$ cat src/rtl/core/aupg_pkg.sv
// shared types and constants of the audio underrun timestamp governor
`default_nettype none

package aupg_pkg;

  // timestamp, duration and count widths, plus the widened sum width
  localparam int TS_W  = 48;
  localparam int DUR_W = 24;
  localparam int CNT_W = 8;
  localparam int XW    = TS_W + 2;

  // configuration port
  localparam int CFG_W   = 24;
  localparam int CFG_IDX_W = 2;

  localparam logic [CFG_IDX_W-1:0] CFG_BASE_DELAY    = 2'd0;
  localparam logic [CFG_IDX_W-1:0] CFG_MIN_DELAY     = 2'd1;
  localparam logic [CFG_IDX_W-1:0] CFG_JITTER_MARGIN = 2'd2;
  localparam logic [CFG_IDX_W-1:0] CFG_REPEAT_LIMIT  = 2'd3;

  localparam logic [TS_W-1:0]  TS_MAX  = {TS_W{1'b1}};
  localparam logic [CNT_W-1:0] CNT_MAX = {CNT_W{1'b1}};

  // stream widths
  localparam int IN_DATA_W  = 152;
  localparam int OUT_DATA_W = 128;
  localparam int ACT_W      = 3;

  typedef enum logic [ACT_W-1:0] {
    ACT_PASS    = 3'd0,
    ACT_RETIME  = 3'd1,
    ACT_DROP    = 3'd2,
    ACT_SYNTH   = 3'd3,
    ACT_REPEAT  = 3'd4,
    ACT_NONE    = 3'd5
  } action_t;

  typedef struct packed {
    logic             req_type;
    logic [TS_W-1:0]  clock_ref;
    logic [TS_W-1:0]  frame_pts;
    logic             pts_valid;
    logic [DUR_W-1:0] frame_duration;
    logic             duration_valid;
    logic             filler_ready;
    logic [DUR_W-1:0] filler_duration;
  } item_t;

  typedef struct packed {
    action_t          action;
    logic [TS_W-1:0]  out_pts;
    logic [DUR_W-1:0] out_duration;
    logic [TS_W-1:0]  delay_now;
    logic             underrun_hit;
  } result_t;

  typedef struct packed {
    logic [TS_W-1:0]  extra_delay;
    logic [TS_W-1:0]  last_ingress_pts;
    logic [DUR_W-1:0] last_duration;
    logic             last_pts_known;
    logic             last_duration_known;
    logic [CNT_W-1:0] repeat_counter;
  } state_t;

  typedef struct packed {
    logic [DUR_W-1:0] base_delay;
    logic [DUR_W-1:0] min_delay;
    logic [DUR_W-1:0] jitter_margin;
    logic [CNT_W-1:0] repeat_limit;
  } cfg_t;

endpackage

`default_nettype wire

$ cat src/rtl/core/aupg_in_stage.sv
// input register stage holding one accepted item
`default_nettype none

module aupg_in_stage (
  input  wire logic          clk,
  input  wire logic          rst,
  input  wire logic          in_valid,
  output logic               in_ready,
  input  wire aupg_pkg::item_t in_item,
  input  wire logic          advance,
  output logic               held_valid,
  output aupg_pkg::item_t    held_item
);
  import aupg_pkg::*;

  // stage frees up when its item moves on
  assign in_ready = !held_valid || advance;

  always_ff @(posedge clk) begin
    if (rst) begin
      held_valid <= 1'b0;
    end else if (in_ready) begin
      held_valid <= in_valid;
    end
  end

  // payload register
  always_ff @(posedge clk) begin
    if (in_valid && in_ready) begin
      held_item <= in_item;
    end
  end

endmodule

`default_nettype wire

$ cat src/rtl/core/aupg_step.sv
// per-item retiming, drop and filler decision with next state
`default_nettype none

module aupg_step (
  input  wire aupg_pkg::item_t  item,
  input  wire aupg_pkg::state_t st,
  input  wire aupg_pkg::cfg_t   cfg,
  output aupg_pkg::result_t     res,
  output aupg_pkg::state_t      st_next
);
  import aupg_pkg::*;

  logic [XW-1:0]    pts_x, pcr_x, extra_x, base_x, min_x, jit_x, dur_x;
  logic [XW-1:0]    epts, flr, flr_jd, lift;
  logic [TS_W-1:0]  lift_sat, ext_mid, ext_frame, opts_frame;
  logic             hit, roomy, drop;
  logic [DUR_W-1:0] dur_eff;
  logic [XW-1:0]    nxt, lim;
  logic             late, synth, filler_ok;
  logic [CNT_W-1:0] rc_inc;
  logic [DUR_W-1:0] fill_dur;
  logic [TS_W:0]    fill_sum;
  logic [TS_W-1:0]  ext_fill;

  // operands widened so no sum wraps
  assign pts_x   = {2'b00, item.frame_pts};
  assign pcr_x   = {2'b00, item.clock_ref};
  assign extra_x = {2'b00, st.extra_delay};
  assign base_x  = {{(XW-DUR_W){1'b0}}, cfg.base_delay};
  assign min_x   = {{(XW-DUR_W){1'b0}}, cfg.min_delay};
  assign jit_x   = {{(XW-DUR_W){1'b0}}, cfg.jitter_margin};
  assign dur_x   = {{(XW-DUR_W){1'b0}}, item.frame_duration};
  assign dur_eff = item.duration_valid ? item.frame_duration : '0;

  // arrived frame: egress time, floor and underrun lift in parallel
  assign epts   = pts_x + extra_x + base_x;
  assign flr    = pcr_x + min_x;
  assign flr_jd = flr + jit_x + dur_x;
  assign hit    = epts < flr;
  // extra delay after a lift is floor minus the undelayed egress time
  assign lift     = flr - pts_x - base_x;
  assign lift_sat = (|lift[XW-1:TS_W]) ? TS_MAX : lift[TS_W-1:0];
  assign ext_mid  = hit ? lift_sat : st.extra_delay;

  // recovery: after a lift the slack is zero, so only a zero need passes
  assign roomy = hit ? ((cfg.jitter_margin == '0) && (item.frame_duration == '0))
                     : (epts >= flr_jd);
  assign drop  = (ext_mid != '0) && item.duration_valid && roomy &&
                 (ext_mid >= {{(TS_W-DUR_W){1'b0}}, item.frame_duration});
  assign ext_frame  = drop ? ext_mid - {{(TS_W-DUR_W){1'b0}}, item.frame_duration}
                           : ext_mid;
  assign opts_frame = drop ? '0 : (hit ? flr[TS_W-1:0] : epts[TS_W-1:0]);

  // no frame: is the next slot late
  assign nxt = {2'b00, st.last_ingress_pts}
             + {{(XW-DUR_W){1'b0}}, st.last_duration} + extra_x + base_x;
  assign lim  = pcr_x + min_x + jit_x;
  assign late = nxt < lim;
  assign filler_ok = st.last_pts_known && st.last_duration_known && late;

  // repeat count and filler kind
  assign rc_inc   = (st.repeat_counter == CNT_MAX) ? st.repeat_counter
                                                   : st.repeat_counter + 1'b1;
  assign synth    = (rc_inc > cfg.repeat_limit) && item.filler_ready;
  assign fill_dur = synth ? item.filler_duration : st.last_duration;
  assign fill_sum = {1'b0, st.extra_delay} + {{(TS_W+1-DUR_W){1'b0}}, fill_dur};
  assign ext_fill = fill_sum[TS_W] ? TS_MAX : fill_sum[TS_W-1:0];

  // pick result and next state
  always_comb begin
    st_next          = st;
    res.action       = ACT_NONE;
    res.out_pts      = '0;
    res.out_duration = '0;
    res.underrun_hit = 1'b0;
    if (!item.req_type) begin
      res.out_duration = dur_eff;
      if (!item.pts_valid) begin
        res.action  = ACT_PASS;
        res.out_pts = item.frame_pts;
      end else begin
        res.action       = drop ? ACT_DROP : ACT_RETIME;
        res.out_pts      = opts_frame;
        res.underrun_hit = hit;
        st_next.extra_delay         = ext_frame;
        st_next.last_ingress_pts    = item.frame_pts;
        st_next.last_duration       = dur_eff;
        st_next.last_pts_known      = 1'b1;
        st_next.last_duration_known = item.duration_valid;
        st_next.repeat_counter      = '0;
      end
    end else if (filler_ok) begin
      res.action       = synth ? ACT_SYNTH : ACT_REPEAT;
      res.out_pts      = nxt[TS_W-1:0];
      res.out_duration = fill_dur;
      st_next.extra_delay    = ext_fill;
      st_next.repeat_counter = rc_inc;
    end
    res.delay_now = st_next.extra_delay;
  end

endmodule

`default_nettype wire

$ cat src/rtl/core/audio_underrun_pts_governor_unit.sv
// top level of the audio underrun timestamp governor
//
// One result item per input item. Items are accepted back to back, one per
// clock, as long as m_axis_tready keeps the result register draining; each
// item waits in the input register until the result register is free or
// being drained, and its result is then loaded into the output register,
// raising m_axis_tvalid. Throughput is set by the combinational loop from
// the delay and repeat state through the step logic and back. s_axis_tready
// follows m_axis_tready in the same cycle when both stages are full. The
// user must write configuration through cfg_wr_en, cfg_index and cfg_data
// only while no item is in flight; the block itself does not enforce this.
`default_nettype none

module audio_underrun_pts_governor_unit (
  input  wire logic                                 clk,
  input  wire logic                                 rst,
  // configuration writes
  input  wire logic                                 cfg_wr_en,
  input  wire logic [aupg_pkg::CFG_IDX_W-1:0]       cfg_index,
  input  wire logic [aupg_pkg::CFG_W-1:0]           cfg_data,
  // input items
  input  wire logic                                 s_axis_tvalid,
  output logic                                      s_axis_tready,
  // clock_ref[47:0], frame_pts[95:48], pts_valid[96], frame_duration[120:97],
  // duration_valid[121], filler_ready[122], filler_duration[146:123], zeros
  input  wire logic [aupg_pkg::IN_DATA_W-1:0]       s_axis_tdata,
  // req_type[0]
  input  wire logic                                 s_axis_tuser,
  // result items
  output logic                                      m_axis_tvalid,
  input  wire logic                                 m_axis_tready,
  // out_pts[47:0], out_duration[71:48], delay_now[119:72], underrun_hit[120],
  // zeros
  output logic [aupg_pkg::OUT_DATA_W-1:0]           m_axis_tdata,
  // action[2:0]
  output logic [aupg_pkg::ACT_W-1:0]                m_axis_tuser
);
  import aupg_pkg::*;

  item_t   in_item, held_item;
  logic    held_valid, advance;
  state_t  st, st_next;
  cfg_t    cfg;
  result_t res, res_q;

  // unpack the input item
  assign in_item.req_type        = s_axis_tuser;
  assign in_item.clock_ref       = s_axis_tdata[47:0];
  assign in_item.frame_pts       = s_axis_tdata[95:48];
  assign in_item.pts_valid       = s_axis_tdata[96];
  assign in_item.frame_duration  = s_axis_tdata[120:97];
  assign in_item.duration_valid  = s_axis_tdata[121];
  assign in_item.filler_ready    = s_axis_tdata[122];
  assign in_item.filler_duration = s_axis_tdata[146:123];

  aupg_in_stage u_in (
    .clk        (clk),
    .rst        (rst),
    .in_valid   (s_axis_tvalid),
    .in_ready   (s_axis_tready),
    .in_item    (in_item),
    .advance    (advance),
    .held_valid (held_valid),
    .held_item  (held_item)
  );

  aupg_step u_step (
    .item    (held_item),
    .st      (st),
    .cfg     (cfg),
    .res     (res),
    .st_next (st_next)
  );

  // item moves on when the result register is free or being drained
  assign advance = held_valid && (!m_axis_tvalid || m_axis_tready);

  // configuration registers
  always_ff @(posedge clk) begin
    if (rst) begin
      cfg <= '0;
    end else if (cfg_wr_en) begin
      case (cfg_index)
        CFG_BASE_DELAY:    cfg.base_delay    <= cfg_data[DUR_W-1:0];
        CFG_MIN_DELAY:     cfg.min_delay     <= cfg_data[DUR_W-1:0];
        CFG_JITTER_MARGIN: cfg.jitter_margin <= cfg_data[DUR_W-1:0];
        CFG_REPEAT_LIMIT:  cfg.repeat_limit  <= cfg_data[CNT_W-1:0];
        default: ;
      endcase
    end
  end

  // delay and filler state
  always_ff @(posedge clk) begin
    if (rst) begin
      st <= '0;
    end else if (advance) begin
      st <= st_next;
    end
  end

  // result register
  always_ff @(posedge clk) begin
    if (rst) begin
      m_axis_tvalid <= 1'b0;
    end else if (advance) begin
      m_axis_tvalid <= 1'b1;
    end else if (m_axis_tready) begin
      m_axis_tvalid <= 1'b0;
    end
  end

  always_ff @(posedge clk) begin
    if (advance) begin
      res_q <= res;
    end
  end

  // pack the result item
  assign m_axis_tuser = res_q.action;
  assign m_axis_tdata = {{(OUT_DATA_W-2*TS_W-DUR_W-1){1'b0}}, res_q.underrun_hit,
                         res_q.delay_now, res_q.out_duration, res_q.out_pts};

endmodule

`default_nettype wire

$ cat config.mk
export PLATFORM = sky130hd
export DESIGN_NAME = audio_underrun_pts_governor_unit
export DESIGN_NICKNAME = d
export VERILOG_FILES = /design/src/rtl/core/aupg_pkg.sv /design/src/rtl/core/aupg_in_stage.sv /design/src/rtl/core/aupg_step.sv /design/src/rtl/core/audio_underrun_pts_governor_unit.sv
export SDC_FILE = /design/constraint.sdc
export NUM_CORES = 2
export LEC_CHECK = 0
export ABC_AREA = 0
export BUFFER_PORTS_ARGS = -buffer_cell sky130_fd_sc_hd__buf_2
export CORE_MARGIN = 2
export CORE_UTILIZATION = 40
export DETAILED_ROUTE_END_ITERATION = 10
export PLACE_DENSITY = 0.55
export SYNTH_ARGS = -nofsm -noshare
export SYNTH_HDL_FRONTEND = slang
export SYNTH_HIERARCHICAL = 1
export SYNTH_SLANG_ARGS = --single-unit
$ cat constraint.sdc
create_clock -name clk -period 12.1 [get_ports clk]
set_clock_uncertainty 0.05 [all_clocks]
set_input_delay 0 -clock clk [delete_from_list [all_inputs] [get_ports clk]]
set_output_delay 0 -clock clk [all_outputs]
set_load 0.02 [all_outputs]
* Word level (Yosys, flattened, before mapping) *
Index checks and enable logic that the tools add are counted.

storage, ports and cells
  register bits = 484
  input bits = 184
  output and inout bits = 133
  word-level logic and storage cells = 99

operators by class
  add/sub/neg operators = 13
  $lt $le $gt $ge = 5
  eq/ne operators = 5
  mux-type cells = 22
  bitwise operators = 2
  reduce and logical (&&, ||, !) cells = 27

operator list
  operator             count
  $mux 48              8
  $add 50x24->50       4
  $mux 75              2
  $add 48x24->49       3
  $mux 130             1
  $lt 50x50->1         2
  $mux 51              1
  $add 50x48->50       1
  $ge 50x50->1         1
  $sub 50x24->50       1
  $sub 50x48->50       1
  $add 48x48->49       1
  $ge 48x24->1         1
  $logic_not 24->1     2
  $mux 24              2
  $reduce_bool 48->1   1
  $sub 48x24->48       1
  $mux 8               3
  $logic_and 1x1->1    9
  $add 8x1->8 const B  1
  $eq 8x8->1 const B   1
  $gt 8x8->1           1
  $reduce_and 2->1     4
  $reduce_and 3->1     2
  12 further kinds     20

* Depth between registers and ports, before layout *
  depth after elaboration = 13
  mapped depth = 53
  depth with buffers taken out = 51

* Hierarchy *
The synthesis kept the hierarchy.

by module, submodules not included
  module                            instances  cells an instance  area an instance (µm²)  seq. area each (µm²)
  aupg_step                         1          4073               28875.2                 0.0
  audio_underrun_pts_governor_unit  1          1055               12423.2                 7947.6
  aupg_in_stage                     1          153                4499.3                  4464.3

* Worst setup path before layout *
OpenSTA, ideal clock, no wires.

  path kind = register -> register
  start = reg st[83] (netlist name)
  end = reg st[105] (netlist name)
  setup time = 0.120 ns
  data arrival time = 10.318 ns
  path slack = 1.613 ns
  stages on the path, launching flop included = 48
  path buffers = 7
  clock period less this slack = 10.487 ns
  path through = dfxtp_1 fa_1 ha_1 fa_1 a211oi_1 o21ai_1 a31oi_1 o31ai_1 and2_1 o21a_1 o21ai_0 nand2b_1 a21oi_1 o21bai_1 a21oi_1 xnor2_1 ha_1 a211oi_1 [... 12 more ...] ha_1 a21oi_1 o21bai_1 a2111o_1 a31o_2 a311o_1 or3_1 a31oi_1 and2_1 a31oi_1 nor4_4 nor2_1 buf_2 mux2_1 o21a_1 buf_4 nand2b_1 mux2i_1

==> metrics.yaml <==
timing.setup.critical_path_class: "reg2reg"
clock_sink_count: 484
fin_setup_tns_ns: 0
finalSetupViolCount: 0
finish.cell_count_without_fillers: 7458
worst_r2r_endpoint: "m_axis_tdata[10]$_DFFE_PP_"
synth-edff-count: 272
vias: 43070
final.fill_count: 10940
grt_pass1_wl_um: 256800
worst_hold_slack_ns: 0.04577
yosysUniqueCellTypes: 110
num_rows: 124
layout-area-overhead-vs-synth_pct: 19.21
cts_tree: "yes"
max-cap-violations: 0
syn_area_sq_um: 45800
worst_setup_path_start_kind: "flop"
worst_hold_path.endpoint: "u_in/held_item[130]$_DFFE_PP_"
arrival_time_reported_for_the_critical_path_endpoint_ns: 12.10
final.period_utilization_pct: 96.96
die_w_um: 342.4
initial_antenna_violation_count: 12
status: "finished, final reports clean"
fraction_of_registers_with_async_set_reset_pct: 0
critical_path.most_common_cell: "buf_4"
routed_wl_um: 175300
grt_usage_pct: 29.01
synth_xor_area_share_pct: 6.188
synth_top_family_by_area: "compound AO/OA/AOI/OAI gates"
globalplace.congestion: 0.9636
ys_ff_latch: 484
yosys-top-cells-area: "edfxtp_1 18%, ha_1 14%, dfxtp_1 9.3%"
buf_inv_on_cp: 7
yosysWarningCount: 6
cts.path.max_buffers: 3
post-route-drc-count: 0
synth_top_cell_by_area: "edfxtp_1"
final-max-slew-violation-count: 0
worst-r2r-cell-count: 45
die_area_sq_um: 117200
layout.cell_area.non_filler_sq_um: 54600
worst_ir_drop_vdd_mv: 0.1230
floorplan.die.height_um: 342.4
place_worst_setup_slack_ns: 0.2436
clockRootBuffer: "clkbuf_16"
number_of_instances_in_the_placed_design: 7013
dpl.hpwl_um: 136500
cp_top_family: "compound AO/OA/AOI/OAI gates"
unrepaired_setup_endpoints_after_global_routing: "no"
floorplan.initialDensity_pct: 40.22
nets: 6697
powerDensity_nw_per_um2: 125.8
synth.avg_cell_area_sq_um: 8.672
detailedRoute.firstPassIterationCount: 6
finalHoldViolCount: 0
yosys-mux-area-fraction_pct: 4.664
routed_wire_length_per_instance_um: 23.50
power_mw: 6.867
synth-compound-area-share_pct: 19.09
fmax_mhz: 85.23
number_of_global_route_vias_before_repair: 40170
core-area_sq_um: 113900
fin_util_pct: 47.94
layout_setup_ws_ns: 0.3677
worst_r2r_startpoint: "u_in/held_item[56]$_DFFE_PP_"
hold-path-cell-count: 2
worst_slew_margin_rel_pct: 21.37
pin_count_of_the_biggest_net_entering_global_routing: 128
clock_latency_on_the_worst_skew_pair_ns: 0.69
r2r_setup_slack_ns: 0.37
grt.overflow.total: 0
dr.first_iter.drc_count: 4372
port_buffers: 304
tritoncts_buffer_count: 58
ctsHtreeMaxLevel: 2
synth_top_flop_cell: "edfxtp_1"
clk_transition_reported_paths_ns: 0.06
layout_common_cells: "571 x nand2_1, 517 x ha_1, 447 x a21oi_1"
final_common_cell: "nand2_1"
critPathMaxStageDelay_ns: 0.60
post_route_cells_drive_above_1_share_pct: 11.53
ys_seq_area_share_pct: 27.10
design.portCount: 317
required_time_of_the_critical_path_ns: 12.46
startpoint_of_the_lowest_slack_hold_path: "s_axis_tdata[31]"
hp-class: "in2reg"
critPathSlowestCell: "edfxtp_1"
critical_path.max_fanout: 48
post-synth-top-area-fraction_pct: 17.83
placement.cell_area_sq_um: 49280
postSynthCellCount: 5281
tightestPinTransition_ns: 1.179
synth_fa_ha_area_share_pct: 18.63
period_needed_ns: 11.73
synth_simple_gate_area_share_pct: 18.99
post_drt_via_cell_ratio: 5.775
ant_nets: 0
critPathCaptureType: "flop"
power_leakage_nw: 24.06
## worst reg2reg max path, delay by kind of cell, from the launching register on
family                     cells  cell delay [ns]
AOI/OAI and AO/OA             22             5.34
xor gates and xnor gates       1             0.15
adders and majority gates      5             1.75
buffers and inverters          7             1.21
DFF                            1             0.60
and+or+nand+nor               10             2.38
## state kept, by name, summed over array words and instances, names as in the netlist
register and cells:
u_in/held_item 148, st 130, m_axis_tdata 121, cfg 80, m_axis_tuser 3, m_axis_tvalid 1
u_in/held_valid 1
## cells in the mapped netlist (all sizes together) (47+ instances only)
| master | number |
|---|---|
| xor2 | 125 |
| a21o | 161 |
| ha | 517 |
| fa | 103 |
| a21oi | 450 |
| edfxtp | 272 |
| nand4 | 77 |
| xnor2 | 196 |
| nor3 | 87 |
| nand2 | 572 |
| a22oi | 52 |
| or3 | 47 |
| nand3 | 119 |
| inv | 287 |
| dfxtp | 212 |
| nor2 | 292 |
| nand2b | 309 |
| clkbuf | 138 |
| mux2i | 174 |
| buf | 125 |
| o21ai | 249 |
## power breakdown
part / internal, mW / total (mW) / switching (mW)
Sequential: 1.86 / 1.97 / 0.117
Combinational: 1.21 / 3.06 / 1.85
Clock: 1.03 / 1.83 / 0.803
Total: 4.10 / 6.87 / 2.77
## worst max path at each step
stage | start | endpoint | cells past startpoint
floorplan | st[83]$_SDFFE_PP0P_ | st[105]$_SDFFE_PP0P_ | 47
global placement | u_in/held_item[52]$_DFFE_PP_ | st[127]$_SDFFE_PP0P_ | 46
detailed placement | u_in/held_item[52]$_DFFE_PP_ | st[129]$_SDFFE_PP0P_ | 46
CTS | u_in/held_item[52]$_DFFE_PP_ | st[129]$_SDFFE_PP0P_ | 46
global route | u_in/held_item[99]$_DFFE_PP_ | st[119]$_SDFFE_PP0P_ | 47
finish | u_in/held_item[56]$_DFFE_PP_ | m_axis_tdata[10]$_DFFE_PP_ | 45
## cell type report
class	instances	area, sq um	share of cell area, %
Antenna cell	3	7.507	0.01375
Clock buffer	67	1495	2.739
Clock inverter	43	465.4	0.8525
Inverter	287	1077	1.973
Multi-Input combinational cell	4255	31090	56.95
Sequential cell	484	12410	22.73
Tap cell	1512	1892	3.465
Timing Repair Buffer	807	6157	11.28
## kinds of logic after synthesis
kind of cell,Yosys count
AND/OR/NAND/NOR,1736
AO/OA/AOI/OAI,1359
adder cells (fa/ha/maj),620
buffers and inverters,550
flip-flops,484
XOR/XNOR,321
multiplexers,209
other,2
## metal layers
metal  track usage [%]  vias up  share of wire, %
li1                  -    20230                 -
met1             44.22    20840                47
met2             42.73     1778                41
met3             3.562      221               8.3
met4             7.639        4               2.8
met5                 0        -             0.016
## repair_timing
item / CTS / global route
gates resized for setup: 0 / 5
hold buffers: 330 / 0
hold endpoints to repair: 252 / 0
endpoints found under the setup margin: 0 / 60
buffers inserted: 0 / 0
Note: power is estimated with default switching activity, not from simulation.
